$ cat config.mk
export PLATFORM = sky130hd
export DESIGN_NAME = url_query_string_decoder_unit
export DESIGN_NICKNAME = d
export VERILOG_FILES = /design/src/rtl/urlqd_pkg.sv /design/src/rtl/urlqd_front.sv /design/src/rtl/urlqd_fifo.sv /design/src/rtl/urlqd_back.sv /design/src/rtl/url_query_string_decoder_unit.sv
export SDC_FILE = /design/constraint.sdc
export NUM_CORES = 1
export LEC_CHECK = 0
export BUFFER_PORTS_ARGS = -buffer_cell sky130_fd_sc_hd__buf_2
export CAP_MARGIN = 20
export CORE_MARGIN = 2
export CORE_UTILIZATION = 65
export CTS_CLUSTER_SIZE = 16
export DETAILED_ROUTE_END_ITERATION = 8
export PLACE_DENSITY = 0.91
export SYNTH_ARGS = -nofsm -noshare
export SYNTH_HDL_FRONTEND = slang
export SYNTH_HIERARCHICAL = 1
export SYNTH_SLANG_ARGS = --single-unit
$ cat constraint.sdc
create_clock -name clk_i -period 6.7 [get_ports clk_i]
set_clock_uncertainty 0.1 [all_clocks]
set_input_delay 0 -clock clk_i [delete_from_list [all_inputs] [get_ports clk_i]]
set_output_delay 0 -clock clk_i [all_outputs]
set_load 0.005 [all_outputs]
$ cat src/rtl/urlqd_pkg.sv
package urlqd_pkg;

  localparam int unsigned FIFO_DEPTH = 4;

  localparam logic [7:0] CHAR_PERCENT = 8'h25;
  localparam logic [7:0] CHAR_PLUS    = 8'h2B;
  localparam logic [7:0] CHAR_HASH    = 8'h23;
  localparam logic [7:0] CHAR_AMP     = 8'h26;
  localparam logic [7:0] CHAR_EQUALS  = 8'h3D;
  localparam logic [7:0] CHAR_SPACE   = 8'h20;

  // Escape progress inside a value.
  localparam logic [1:0] ESC_NONE   = 2'd0;
  localparam logic [1:0] ESC_PCT    = 2'd1;
  localparam logic [1:0] ESC_DIGIT1 = 2'd2;

  typedef enum logic [1:0] {
    KIND_KEY   = 2'd0,
    KIND_VALUE = 2'd1,
    KIND_END   = 2'd2
  } kind_e;

  // One classified input byte: an optional key or value byte, then an optional pair end.
  typedef struct packed {
    logic       has_data;
    kind_e      data_kind;
    logic [7:0] data;
    logic       has_end;
    logic       end_valid;
    logic       end_error;
    logic       stream_end;
  } entry_t;

  // Returns {digit_ok, nibble}.
  function automatic logic [4:0] hex_digit(input logic [7:0] c);
    logic [4:0] r;
    r = 5'd0;
    if (c >= 8'h30 && c <= 8'h39) begin
      r = {1'b1, 4'(c - 8'h30)};
    end else if (c >= 8'h41 && c <= 8'h46) begin
      r = {1'b1, 4'(c - 8'h37)};
    end else if (c >= 8'h61 && c <= 8'h66) begin
      r = {1'b1, 4'(c - 8'h57)};
    end
    return r;
  endfunction

endpackage

$ cat src/rtl/urlqd_front.sv
module urlqd_front (
  input  logic                 clk_i,
  input  logic                 rst_ni,
  input  logic                 accept_i,
  input  logic [7:0]           data_byte_i,
  input  logic                 last_byte_i,
  output logic                 push_o,
  output urlqd_pkg::entry_t    entry_o
);
  import urlqd_pkg::*;

  logic       in_value_q, in_value_d;
  logic       stopped_q, stopped_d;
  logic [1:0] esc_q, esc_d;
  logic [3:0] nibble_q, nibble_d;
  logic       err_q, err_d;

  logic       p_in_value, p_stopped, p_err;
  logic [1:0] p_esc;
  logic [3:0] p_nibble;
  logic [4:0] hex;
  logic       is_amp;

  always_comb begin
    p_in_value = in_value_q;
    p_stopped  = stopped_q;
    p_esc      = esc_q;
    p_nibble   = nibble_q;
    p_err      = err_q;
    hex        = hex_digit(data_byte_i);
    is_amp     = (data_byte_i == CHAR_AMP);

    entry_o            = '0;
    entry_o.data_kind  = KIND_KEY;
    entry_o.stream_end = last_byte_i;

    if (is_amp) begin
      entry_o.has_end = 1'b1;
    end else if (!in_value_q) begin
      if (data_byte_i == CHAR_EQUALS) begin
        p_in_value = 1'b1;
      end else begin
        entry_o.has_data = 1'b1;
        entry_o.data     = data_byte_i;
      end
    end else if (!stopped_q) begin
      if (esc_q == ESC_NONE) begin
        if (data_byte_i == CHAR_PERCENT) begin
          p_esc = ESC_PCT;
        end else if (data_byte_i == CHAR_HASH) begin
          p_stopped = 1'b1;
        end else begin
          entry_o.has_data  = 1'b1;
          entry_o.data_kind = KIND_VALUE;
          entry_o.data      = (data_byte_i == CHAR_PLUS) ? CHAR_SPACE : data_byte_i;
        end
      end else if (!hex[4]) begin
        // A bad hex digit abandons the escape and mutes the rest of the value.
        p_err     = 1'b1;
        p_stopped = 1'b1;
        p_esc     = ESC_NONE;
        p_nibble  = 4'd0;
      end else if (esc_q == ESC_PCT) begin
        p_nibble = hex[3:0];
        p_esc    = ESC_DIGIT1;
      end else begin
        entry_o.has_data  = 1'b1;
        entry_o.data_kind = KIND_VALUE;
        entry_o.data      = {nibble_q, hex[3:0]};
        p_esc             = ESC_NONE;
        p_nibble          = 4'd0;
      end
    end

    if (last_byte_i) begin
      entry_o.has_end = 1'b1;
    end
    // Pair-end flags reflect the state after this byte has been handled.
    entry_o.end_valid = p_in_value;
    entry_o.end_error = p_in_value & (p_err | (p_esc != ESC_NONE));

    if (entry_o.has_end) begin
      in_value_d = 1'b0;
      stopped_d  = 1'b0;
      esc_d      = ESC_NONE;
      nibble_d   = 4'd0;
      err_d      = 1'b0;
    end else begin
      in_value_d = p_in_value;
      stopped_d  = p_stopped;
      esc_d      = p_esc;
      nibble_d   = p_nibble;
      err_d      = p_err;
    end
  end

  assign push_o = accept_i & (entry_o.has_data | entry_o.has_end);

  always_ff @(posedge clk_i or negedge rst_ni) begin
    if (!rst_ni) begin
      in_value_q <= 1'b0;
      stopped_q  <= 1'b0;
      esc_q      <= ESC_NONE;
      nibble_q   <= 4'd0;
      err_q      <= 1'b0;
    end else if (accept_i) begin
      in_value_q <= in_value_d;
      stopped_q  <= stopped_d;
      esc_q      <= esc_d;
      nibble_q   <= nibble_d;
      err_q      <= err_d;
    end
  end

  a_esc_code: assert property (@(posedge clk_i) disable iff (!rst_ni)
    esc_q != 2'd3) else $error("escape phase holds an unused code");

  a_esc_in_value: assert property (@(posedge clk_i) disable iff (!rst_ni)
    (esc_q != ESC_NONE) |-> (in_value_q && !stopped_q))
    else $error("escape pending outside an active value");

  a_stop_in_value: assert property (@(posedge clk_i) disable iff (!rst_ni)
    (stopped_q || err_q) |-> in_value_q)
    else $error("value stop flags set while parsing a key");

endmodule

$ cat src/rtl/urlqd_fifo.sv
module urlqd_fifo #(
  parameter int unsigned Depth = urlqd_pkg::FIFO_DEPTH
) (
  input  logic                 clk_i,
  input  logic                 rst_ni,
  input  logic                 push_i,
  input  urlqd_pkg::entry_t    push_data_i,
  input  logic                 pop_i,
  output logic                 full_o,
  output logic                 empty_o,
  output urlqd_pkg::entry_t    head_o
);
  import urlqd_pkg::*;

  localparam int unsigned PtrW = (Depth > 1) ? $clog2(Depth) : 1;
  localparam int unsigned CntW = $clog2(Depth + 1);
  localparam logic [PtrW-1:0] LastPtr = PtrW'(Depth - 1);
  localparam logic [CntW-1:0] FullCnt = CntW'(Depth);

  entry_t          mem_q [Depth];
  logic [PtrW-1:0] wr_ptr_q, rd_ptr_q;
  logic [CntW-1:0] count_q;

  assign full_o  = (count_q == FullCnt);
  assign empty_o = (count_q == '0);
  assign head_o  = mem_q[rd_ptr_q];

  always_ff @(posedge clk_i) begin
    if (push_i) begin
      mem_q[wr_ptr_q] <= push_data_i;
    end
  end

  always_ff @(posedge clk_i or negedge rst_ni) begin
    if (!rst_ni) begin
      wr_ptr_q <= '0;
      rd_ptr_q <= '0;
      count_q  <= '0;
    end else begin
      if (push_i) begin
        wr_ptr_q <= (wr_ptr_q == LastPtr) ? '0 : wr_ptr_q + 1'b1;
      end
      if (pop_i) begin
        rd_ptr_q <= (rd_ptr_q == LastPtr) ? '0 : rd_ptr_q + 1'b1;
      end
      if (push_i && !pop_i) begin
        count_q <= count_q + 1'b1;
      end else if (pop_i && !push_i) begin
        count_q <= count_q - 1'b1;
      end
    end
  end

  a_no_overflow: assert property (@(posedge clk_i) disable iff (!rst_ni)
    push_i |-> !full_o) else $error("push into a full queue");

  a_no_underflow: assert property (@(posedge clk_i) disable iff (!rst_ni)
    pop_i |-> !empty_o) else $error("pop from an empty queue");

  a_count_range: assert property (@(posedge clk_i) disable iff (!rst_ni)
    count_q <= FullCnt) else $error("queue count beyond depth");

endmodule

$ cat src/rtl/urlqd_back.sv
module urlqd_back (
  input  logic                 clk_i,
  input  logic                 rst_ni,
  input  logic                 empty_i,
  input  urlqd_pkg::entry_t    head_i,
  output logic                 pop_o,
  output logic                 out_valid_o,
  input  logic                 out_ready_i,
  output logic [1:0]           kind_o,
  output logic [7:0]           out_byte_o,
  output logic                 pair_valid_o,
  output logic                 pair_error_o,
  output logic                 stream_end_o
);
  import urlqd_pkg::*;

  logic       valid_q;
  logic       data_done_q, data_done_d;
  logic       load;
  logic       take_data;
  kind_e      kind_q, kind_d;
  logic [7:0] byte_q, byte_d;
  logic       pv_q, pv_d, pe_q, pe_d, se_q, se_d;

  // The output register refills whenever it is empty or being drained.
  assign load      = !empty_i && (!valid_q || out_ready_i);
  assign take_data = head_i.has_data && !data_done_q;

  always_comb begin
    data_done_d = data_done_q;
    pop_o       = 1'b0;
    kind_d      = KIND_END;
    byte_d      = 8'd0;
    pv_d        = head_i.end_valid;
    pe_d        = head_i.end_error;
    se_d        = head_i.stream_end;
    if (take_data) begin
      kind_d = head_i.data_kind;
      byte_d = head_i.data;
      pv_d   = 1'b0;
      pe_d   = 1'b0;
      se_d   = head_i.stream_end & !head_i.has_end;
    end
    if (load) begin
      if (take_data && head_i.has_end) begin
        data_done_d = 1'b1;
      end else begin
        data_done_d = 1'b0;
        pop_o       = 1'b1;
      end
    end
  end

  always_ff @(posedge clk_i or negedge rst_ni) begin
    if (!rst_ni) begin
      valid_q     <= 1'b0;
      data_done_q <= 1'b0;
    end else begin
      data_done_q <= data_done_d;
      if (load) begin
        valid_q <= 1'b1;
      end else if (out_ready_i) begin
        valid_q <= 1'b0;
      end
    end
  end

  always_ff @(posedge clk_i) begin
    if (load) begin
      kind_q <= kind_d;
      byte_q <= byte_d;
      pv_q   <= pv_d;
      pe_q   <= pe_d;
      se_q   <= se_d;
    end
  end

  assign out_valid_o  = valid_q;
  assign kind_o       = kind_q;
  assign out_byte_o   = byte_q;
  assign pair_valid_o = pv_q;
  assign pair_error_o = pe_q;
  assign stream_end_o = se_q;

  a_half_entry: assert property (@(posedge clk_i) disable iff (!rst_ni)
    data_done_q |-> (!empty_i && head_i.has_end))
    else $error("split entry lost from the queue head");

  a_end_last: assert property (@(posedge clk_i) disable iff (!rst_ni)
    (valid_q && se_q) |-> (kind_q == KIND_END))
    else $error("stream end marked on a non pair-end result");

  a_flags_on_end: assert property (@(posedge clk_i) disable iff (!rst_ni)
    (valid_q && kind_q != KIND_END) |-> (!pv_q && !pe_q))
    else $error("pair flags set on a byte result");

endmodule

$ cat src/rtl/url_query_string_decoder_unit.sv
// Channel  | Handshake                 | Payload
// ---------+---------------------------+-----------------------------------------------
// input    | in_valid_i / in_ready_o   | data_byte_i, last_byte_i
// output   | out_valid_o / out_ready_i | kind_o, out_byte_o, pair_valid_o,
//          |                           | pair_error_o, stream_end_o
//
// One byte is accepted per cycle while the request queue between the parser and the
// output stage has room. The output stage delivers one result per cycle while results
// are queued and out_ready_i is high; a data byte plus a pair end gives two results.
// The first result of a byte is queued when the byte is accepted, then moves into the
// output register once it is empty or drained; it is taken while out_ready_i is high.
// Reset clears the parser state, empties the queue and clears the output valid flag.
module url_query_string_decoder_unit #(
  parameter int unsigned FifoDepth = urlqd_pkg::FIFO_DEPTH
) (
  input  logic       clk_i,
  input  logic       rst_ni,
  input  logic       in_valid_i,
  output logic       in_ready_o,
  input  logic [7:0] data_byte_i,
  input  logic       last_byte_i,
  output logic       out_valid_o,
  input  logic       out_ready_i,
  output logic [1:0] kind_o,
  output logic [7:0] out_byte_o,
  output logic       pair_valid_o,
  output logic       pair_error_o,
  output logic       stream_end_o
);
  import urlqd_pkg::*;

  logic   accept, push, pop, full, empty;
  entry_t push_entry, head;

  assign in_ready_o = !full;
  assign accept     = in_valid_i & in_ready_o;

  urlqd_front u_front (
    .clk_i      (clk_i),
    .rst_ni     (rst_ni),
    .accept_i   (accept),
    .data_byte_i(data_byte_i),
    .last_byte_i(last_byte_i),
    .push_o     (push),
    .entry_o    (push_entry)
  );

  urlqd_fifo #(
    .Depth(FifoDepth)
  ) u_fifo (
    .clk_i      (clk_i),
    .rst_ni     (rst_ni),
    .push_i     (push),
    .push_data_i(push_entry),
    .pop_i      (pop),
    .full_o     (full),
    .empty_o    (empty),
    .head_o     (head)
  );

  urlqd_back u_back (
    .clk_i       (clk_i),
    .rst_ni      (rst_ni),
    .empty_i     (empty),
    .head_i      (head),
    .pop_o       (pop),
    .out_valid_o (out_valid_o),
    .out_ready_i (out_ready_i),
    .kind_o      (kind_o),
    .out_byte_o  (out_byte_o),
    .pair_valid_o(pair_valid_o),
    .pair_error_o(pair_error_o),
    .stream_end_o(stream_end_o)
  );

endmodule
==> impl_results.md, run 1 <==
* Bufs on Longest Clock Path at 2
* First-pass GRT wire length at 13,080 um
* Cell with the largest stage delay on the worst path: dfrtp_1
* Via count of the first global-routing pass at approximately 2,600
* Level count of the clock H-tree at 3
* Gr usage total at 24.29%
* Worst-case hold slack at 6.103 ps
* Post-synthesis instance area at around 4300 um^2
* Headroom to the max-slew limit at a little under two fifths
* Kind of end point of the critical path: flip-flop
* Number of nets in the finished design at between 300 and 400
* Power per unit of standard cell area at 377.2 nW/um^2
* Port buffer count at 27
* Number of buffers inserted during clock tree synthesis at 9
* Number of setup violations in the final report at 0
* VDD IR max at around 0.35 mV
* Starting DRT DRC Count at around 170
* Net count after synthesis at approximately 310
* Clock Sinks at 91
* Area Overhead vs Synth at 10.43%
* Routed via count divided by cell count at ~6.6
* Proportion of layout cells with a drive suffix above 1 at a little over a fifth
* Detailed placement HPWL at 5399 um
* Proportion of synthesized chip area in sequential cells at between 60 and 70%
* R2R Path Start: u_fifo/rd_ptr_q[0]
* CP required at about 7000 ps
* RSZ-0062 raised after global routing: false
* Arrival time of the worst setup path at ~3600 ps
* Count of unresolved DRC violations after routing at 0
* Setup_tns at 0 ps
* Number of cell rows at 29
* Final Max Tran Viols at 0
* Total vias in the final route at around 2,600
* Avg Synthesized Cell Area at between 10 and 15 um^2
* Flop2flop setup slack at ~3200 ps
* Most used cell along the critical path: inv_1
* Run status: finished, final reports clean
* Cell Chain, Critical Path: mux4_1, nor2b_4, and2_4, and2b_1, inv_1, ha_1, inv_1, fa_1, mux2_2
* R2r endpoint: u_fifo/count_q[1]
* Antenna-violating nets left at 0
* Fmax at 286.7 MHz
* Insertion delay to the later sink of the worst-skew pair at roughly 350 ps
* Gr ovfl total at 0
* Post-detailed-route wirelength per cell at around 20 um
* Initial antenna violation count at 0
* Biggest fanout along the worst timing path at 18
* Commonest cells after routing, fill and taps aside: edfxtp_1 (73), buf_2 (27), dfrtp_1 (18)
* Total detailed-routing wirelength at 8221 um
* Largest net degree at the start of global routing at 19
* Clock transition time at the flip-flop clock pins of the worst setup and hold paths at around 90 ps
* Most frequent standard cell in the layout excluding fill and tap cells: edfxtp_1
* Width of the die at 85.52 um
* Boundary pin count at 28
* Placer congestion estimate at ~0.96
* Clock tree from TritonCTS: built
* Area of the die at roughly 7300 um^2
* Core area at about 6400 um^2
* Wire length the detailed router placed on met1 at 3423 um
* Number of enable-type register cells in the synthesized netlist at 73
* Share of synthesized flip-flops with an asynchronous set or reset at slightly below 20%
* Chip Height at about 86 um
* Gate count after technology mapping at 288
* Wire length on met2 at between 3000 and 4000 um
* Count of state elements after synthesis at between 90 and 100
* Biggest cell delay along the critical path at between 900 and 1000 ps
* Total length of routed met3 wires at between 500 and 600 um
* Number of warnings issued by yosys at 6
* Worst slew pin tran at 949.2 ps
* Hold violation count in the final report at 0
* WS Path Type: flip-flop to flip-flop
* Top Metal Used: met4
* Dominant register cell in the synthesized netlist: edfxtp_1
* Antenna Cells at 0
* Min Clock Period, post-route at around 3500 ps
* Total setup buffers inserted after CTS at 0
* Kind of path behind the tightest hold check: primary input to asynchronous set/reset pin
* Final cycle utilization of the critical path at a little over half
* Number of cell instances on the worst register-to-register path at 9
* Count of different cell masters after synthesis at 63
* Layout fillers at between 300 and 400
* Initial Utilization at 67.63%
* Max Cap Viol at 0
* Buffer type at the clock tree root: clkbuf_8
* First-pass DRT Iterations at 4
* P_leak at between 1.5 and 2 nW
* Critical path launch point type: flip-flop
## what timing repair did
action / 4_1_cts / 5_1_grt
hold endpoints to repair: 24 / 0
hold buffers: 4 / 0
gates resized for setup: 0 / 0
## registers in the layout (all words and copies together) (netlist names)
register and cells:
u_back/stream_end_o 1, u_back/out_valid_o 1, u_front/esc_q 2, u_front/err_q 1, u_fifo/count_q 3, u_back/pair_error_o 1, u_fifo/wr_ptr_q 2, u_fifo/rd_ptr_q 2
u_back/data_done_q 1, u_fifo/mem_q 60, u_back/kind_o 2, u_back/pair_valid_o 1, u_back/out_byte_o 8, u_front/stopped_q 1, u_front/in_value_q 1, u_front/nibble_q 4
## metal layers
| layer | GRT usage (%) | up-vias |
|---|---|---|
| li1 | - | 1181 |
| met1 | 31.41 | 1285 |
| met2 | 38.78 | 130 |
| met3 | 5.679 | 28 |
| met4 | 12.84 | 0 |
| met5 | 0 | - |
## stage by stage
step | setup WS (ps) | util, % | power [mW] | cells | cell area, um^2
2_1_floorplan | 3959 | - | 1.200 | 288 | 4319
5_1_grt | 3023 | 74.69 | 1.881 | 399 | 4770
6_report | 3212 | 74.69 | 1.799 | 399 | 4770
3_3_place_gp | 3337 | 69.85 | 1.292 | 379 | 4461
3_5_place_dp | 3250 | 69.85 | 1.325 | 379 | 4461
4_1_cts | 3198 | 74.69 | 1.803 | 399 | 4770
## cell type report
type / instances / area (um^2) / area share, %
clock buffer: 9 / 123.9 / 2.597
timing repair buffer: 31 / 175.2 / 3.673
clock inverter: 7 / 145.1 / 3.043
multi-input combinational: 170 / 1534 / 32.16
inverter: 14 / 52.55 / 1.102
tap: 77 / 96.34 / 2.020
sequential: 91 / 2643 / 55.40
## power breakdown
group	switching (mW)	total, mW	internal (mW)	leakage (nW)
combinational	0.215	0.451	0.235	0.729
clock	0.190	0.478	0.288	0.130
sequential	0.0924	0.870	0.778	0.904
## worst max path at each step
stage | to | from | cells past startpoint | slack (ps)
2_1_floorplan | u_fifo/count_q[2] | data_byte_i[0] | 12 | 3960
3_3_place_gp | u_fifo/count_q[1] | u_fifo/rd_ptr_q[0] | 9 | 3340
3_5_place_dp | u_fifo/count_q[1] | u_fifo/rd_ptr_q[0] | 9 | 3250
4_1_cts | u_fifo/count_q[1] | u_fifo/rd_ptr_q[0] | 9 | 3200
5_1_grt | u_fifo/count_q[2] | data_byte_i[3] | 12 | 3020
6_report | u_fifo/count_q[1] | u_fifo/rd_ptr_q[0] | 9 | 3210
## cell families after synthesis
logic type	Yosys count	share of synthesized area [%]
xor+xnor	5	1.014
other cells	1	0.08682
mux	19	9.560
compound gates	58	10.60
buf+inv	27	3.302
flops	91	61.18
fa+ha+maj	11	3.360
simple gates	76	10.89
## worst max-delay path, delay by kind of cell (launching register included)
| kind | cells | cell delay (ps) |
|---|---|---|
| multiplexers | 2 | 930 |
| flip-flops | 1 | 980 |
| buffers and inverters | 2 | 150 |
| AND/OR/NAND/NOR | 3 | 600 |
| adder cells (fa/ha/maj) | 2 | 620 |
## cell usage after synthesis (3+ instances only)
| master | number | area, um^2 |
|---|---|---|
| mux4_1 | 7 | 183.9 |
| inv_1 | 14 | 52.55 |
| mux2_2 | 3 | 33.78 |
| and2_1 | 15 | 93.84 |
| o211ai_1 | 4 | 30.03 |
| nor2_1 | 9 | 33.78 |
| clkbuf_1 | 3 | 11.26 |
| nand2b_1 | 3 | 18.77 |
| buf_4 | 3 | 22.52 |
| ha_1 | 10 | 125.1 |
| o21ai_0 | 8 | 40.04 |
| and2b_1 | 3 | 22.52 |
| nand2_1 | 8 | 30.03 |
| o2bb2ai_1 | 6 | 52.55 |
| dfrtp_1 | 18 | 450.4 |
| nand3_1 | 5 | 25.02 |
| o31ai_1 | 5 | 37.54 |
| mux4_2 | 8 | 180.2 |
| a21oi_1 | 5 | 25.02 |
| xor2_1 | 3 | 26.28 |
| edfxtp_1 | 73 | 2192 |
| nand4_1 | 3 | 18.77 |
| nor2b_1 | 7 | 43.79 |
| nor3_1 | 3 | 15.01 |
| buf_2 | 5 | 25.02 |
| a211oi_1 | 5 | 37.54 |
| and3_1 | 5 | 31.28 |
(Power assumes the default switching activity.)
==> inputs of run 2 (changes only) <==
ABC_AREA = 1   (was not set)
CORE_UTILIZATION = 55   (was 65)
PLACE_DENSITY = 0.82   (was 0.91)
clock period = 3.2 ns   (was 6.7 ns; I/O delays follow)
==> run 2 against run 1 <==
  * Sequential power up 110%
  * Register-to-register slack worse by 2700 ps
  * Critical path type unchanged
  * Largest cell class unchanged
  * Die area up 25%
==> impl_results.md, run 2 <==
* First-pass DRT Iterations at 7 (+3)
* P_sw at 1.410 mW (+180%)
* Routed via count divided by cell count at 5.185 (-21%)
* Synth area leaders: edfxtp_1 (47%), nand2_1 (10%), dfrtp_1 (9.7%)
* Flip-flop count of the largest register after layout at 60 (unchanged)
* Kind of path behind the tightest hold check: primary input to flip-flop
* Area of the die at 9172 um^2 (+25%)
* Number of enable-type register cells in the synthesized netlist at 73 (unchanged)
* Clock Sinks at 91 (unchanged)
* RSZ-0062 raised after global routing: false
* Ranking of synthesized cells by instance count: nand2_1 (126), inv_1 (83), edfxtp_1 (73)
* Gr usage total at 20.44% (-3.8 points)
* Biggest cell delay along the critical path at 420 ps (-560 ps)
* Commonest cells after routing, fill and taps aside: nand2_1 (126), inv_1 (83), edfxtp_1 (73)
* Mux contribution to synthesized area at 0% (-9.6 points)
* Final critical-path setup slack at 484.4 ps (-2728 ps)
* Number of cell rows at 33 (+14%)
* Initial antenna violation count at 0 (unchanged)
* Boundary pin count at 28 (unchanged)
* Xor/xnor cell area share of the yosys netlist at 0.7563% (-0.26 points)
* Antenna Cells at 0 (unchanged)
* VDD IR max at 0.2912 mV (-16%)
* Final cycle utilization of the critical path at 84.86% (+33 points)
* Placer congestion estimate at 0.9531 (-0.52%)
* Min Clock Period, post-route at 2716 ps (-772.0 ps)
* Core area at 8175 um^2 (+28%)
* Pre-CTS setup slack at 561.6 ps (-2688 ps)
* Biggest fanout along the worst timing path at 14 (-4)
* Most used cell along the critical path: nand2_1
* Total vias in the final route at 3,163 (+21%)
* Count of unresolved DRC violations after routing at 0 (unchanged)
* Net count after synthesis at 493 (+58%)
* Proportion of power drawn by flip-flops and latches at 45.1% (-3.3 points)
* Gr ovfl total at 0 (unchanged)
* Share of synthesized flip-flops with an asynchronous set or reset at 19.78% (unchanged)
* Level count of the clock H-tree at 3 (unchanged)
* Kind of end point of the critical path: flip-flop
* Starting DRT DRC Count at 200 (+19%)
* Adder-cell share of the synthesized area at 3.133% (-0.23 points)
* Headroom to the max-slew limit at 43.72% (+7.0 points)
* Portion of total power attributed to combinational logic at 33.6% (+8.6 points)
* Number of cell instances on the worst register-to-register path at 15 (+6)
* Antenna-violating nets left at 0 (unchanged)
* Total detailed-routing wirelength at 8527 um (+3.7%)
* Detailed placement HPWL at 6098 um (+13%)
* Area fraction of the dominant cell type after synthesis at 47.33% (-3.4 points)
* Via count of the first global-routing pass at 2,986 (+14%)
* Hold violation count in the final report at 0 (unchanged)
* WS Path Type: flip-flop to flip-flop
* Number of setup violations in the final report at 0 (unchanged)
* Cell depth of the worst min-delay path at 3
* Gate count after technology mapping at 469 (+63%)
* Largest net degree at the start of global routing at 29 (+10)
* Layout fillers at 644 (+75%)
* Chip Height at 95.77 um (+12%)
* Port buffer count at 27 (unchanged)
* Area Overhead vs Synth at 8.833%
* Bufs on Longest Clock Path at 2 (unchanged)
* Number of warnings issued by yosys at 6 (unchanged)
* Area used by multi-input combinational logic at 1484 um^2 (-3.3%)
* Main combinational cell family by area after synthesis: simple AND/OR/NAND/NOR gates
* Run status: finished, final reports clean
* Width of the die at 95.77 um (+12%)
* Internal at 2.574 mW (+98%)
* Most frequent standard cell in the layout excluding fill and tap cells: nand2_1
* Insertion delay to the later sink of the worst-skew pair at 360 ps (about the same)
* Total power at 3.984 mW (+120%)
* Buffer type at the clock tree root: clkbuf_8
* CP required at 3360 ps (-3490 ps)
* Final Max Tran Viols at 0 (unchanged)
* Proportion of layout cells with a drive suffix above 1 at 17.23% (-3.9 points)
* Most frequent cell after synthesis: nand2_1
* Sequential cell area at 2643 um^2 (unchanged)
* Count of different cell masters after synthesis at 34 (-46%)
* Worst slew pin tran at 841.5 ps (-107.8 ps)
* Number of buffers inserted during clock tree synthesis at 9 (unchanged)
* Setup_tns at 0 ps (unchanged)
* Dominant register cell in the synthesized netlist: edfxtp_1
* Power per unit of standard cell area at 790.3 nW/um^2 (+110%)
* Number of nets in the finished design at 524 (+54%)
* Count of state elements after synthesis at 91 (unchanged)
* Post-detailed-route wirelength per cell at 13.98 um (-32%)
* Area share of and/or/nand/nor cells after synthesis at 18.96% (+8.1 points)
* P_leak at 2.288 nW (+30%)
* Clock transition time at the flip-flop clock pins of the worst setup and hold paths at 90 ps (about the same)
* Arrival time of the worst setup path at 2870 ps (-760 ps)
* Fmax at 368.2 MHz (+28%)
* Post-synthesis compound-gate area fraction at 9.103% (-1.5 points)
* Cell with the largest stage delay on the worst path: dfrtp_1
* Quantity of gates resized following cts at 0 (unchanged)
* Proportion of synthesized chip area in sequential cells at 57.05% (-4.1 points)
* Critical path launch point type: flip-flop
* Initial Utilization at 56.66% (-11 points)
* Clock tree from TritonCTS: built
* Largest area contributor in the netlist: edfxtp_1
* Count of hold-fix buffers inserted at cts at 5 (+1)
* Switching part of the total at 35.38% (+7.7 points)
* Total setup buffers inserted after CTS at 0 (unchanged)
* First-pass GRT wire length at 14,190 um (+8.6%)
* Post-synthesis instance area at 4632 um^2 (+7.2%)
* Cell Chain, Critical Path: nor2_2, inv_1, nor2_1, nor2_1, nand2_2, nand2_2, nand2_1, nand2_1, ha_1, inv_1, fa_1, nand2_1, nand3_1, nand2_1, nand2_1
* Register bank with the most flops: u_fifo/mem_q
* Avg Synthesized Cell Area at 9.876 um^2 (-34%)
* Max Cap Viol at 0 (unchanged)
* Part of the power in the clock network at 21.3% (-5.3 points)
-- run 2: layer usage --
| metal | global-route usage (%) | up-vias | share of wire (%) |
|---|---|---|---|
| li1 | - | 1575 | - |
| met1 | 26.45 | 1471 | 43 |
| met2 | 33.92 | 96 | 50 |
| met3 | 4.072 | 21 | 4.9 |
| met4 | 8.333 | 0 | 2.5 |
| met5 | 0 | - | 0 |
-- run 2: area by class of cell --
cell class              count  share of cell area, %
inverters                  90                  6.950
multi-input cells         272                  29.44
well taps                 105                  2.606
flip-flops and latches     91                  52.42
repair buffers             36                  4.269
clock inverters             6                  1.787
clock buffers              10                  2.532
-- run 2: worst paths after layout --
check	start	end	slack [ps]
worst max-delay path	u_front/esc_q[1]	u_fifo/count_q[2]	480
worst min-delay path	data_byte_i[0]	u_fifo/mem_q[1][4]	30
worst max register to register	u_front/esc_q[1]	u_fifo/count_q[2]	480
worst min register to register	u_front/nibble_q[2]	u_front/nibble_q[2]	390
max in group asynchronous	rst_ni	u_front/nibble_q[3]	1780
min in group asynchronous	rst_ni	u_back/data_done_q	710
-- run 2: cells by family (layout without fill, tap and decap cells) --
logic type | after synthesis | count (layout)
AO/OA/AOI/OAI | 58 | 58
XOR/XNOR | 4 | 4
adder cells (fa/ha/maj) | 11 | 11
buffers and inverters | 106 | 142
flip-flops | 91 | 91
other | 1 | 1
AND/OR/NAND/NOR | 198 | 198
-- run 2: critical path: cells and delay by family (launching register included) --
kind          cells  cell delay, ps
simple gates     11            1090
buf+inv           2             390
fa+ha+maj         2             610
flops             1             420
-- run 2: metrics by stage --
step | hold WS [ps] | cell area, um^2 | util, % | cells
2_1_floorplan | -395.6 | 4632 | - | 469
3_3_place_gp | -144.8 | 4773 | 58.39 | 589
3_5_place_dp | -137.7 | 4773 | 58.39 | 589
4_1_cts | 9.808 | 5041 | 61.66 | 610
5_1_grt | 42.97 | 5041 | 61.66 | 610
6_report | 28.59 | 5041 | 61.66 | 610
-- run 2: power by group through the flow --
stage          combinational, mW  sequential [mW]  clock (mW)
2_1_floorplan               1.07             1.80           0
3_3_place_gp                1.29             1.81           0
3_5_place_dp                1.34             1.83           0
4_1_cts                     1.35             1.80       0.864
5_1_grt                     1.54             1.83       0.911
6_report                    1.34             1.80       0.850
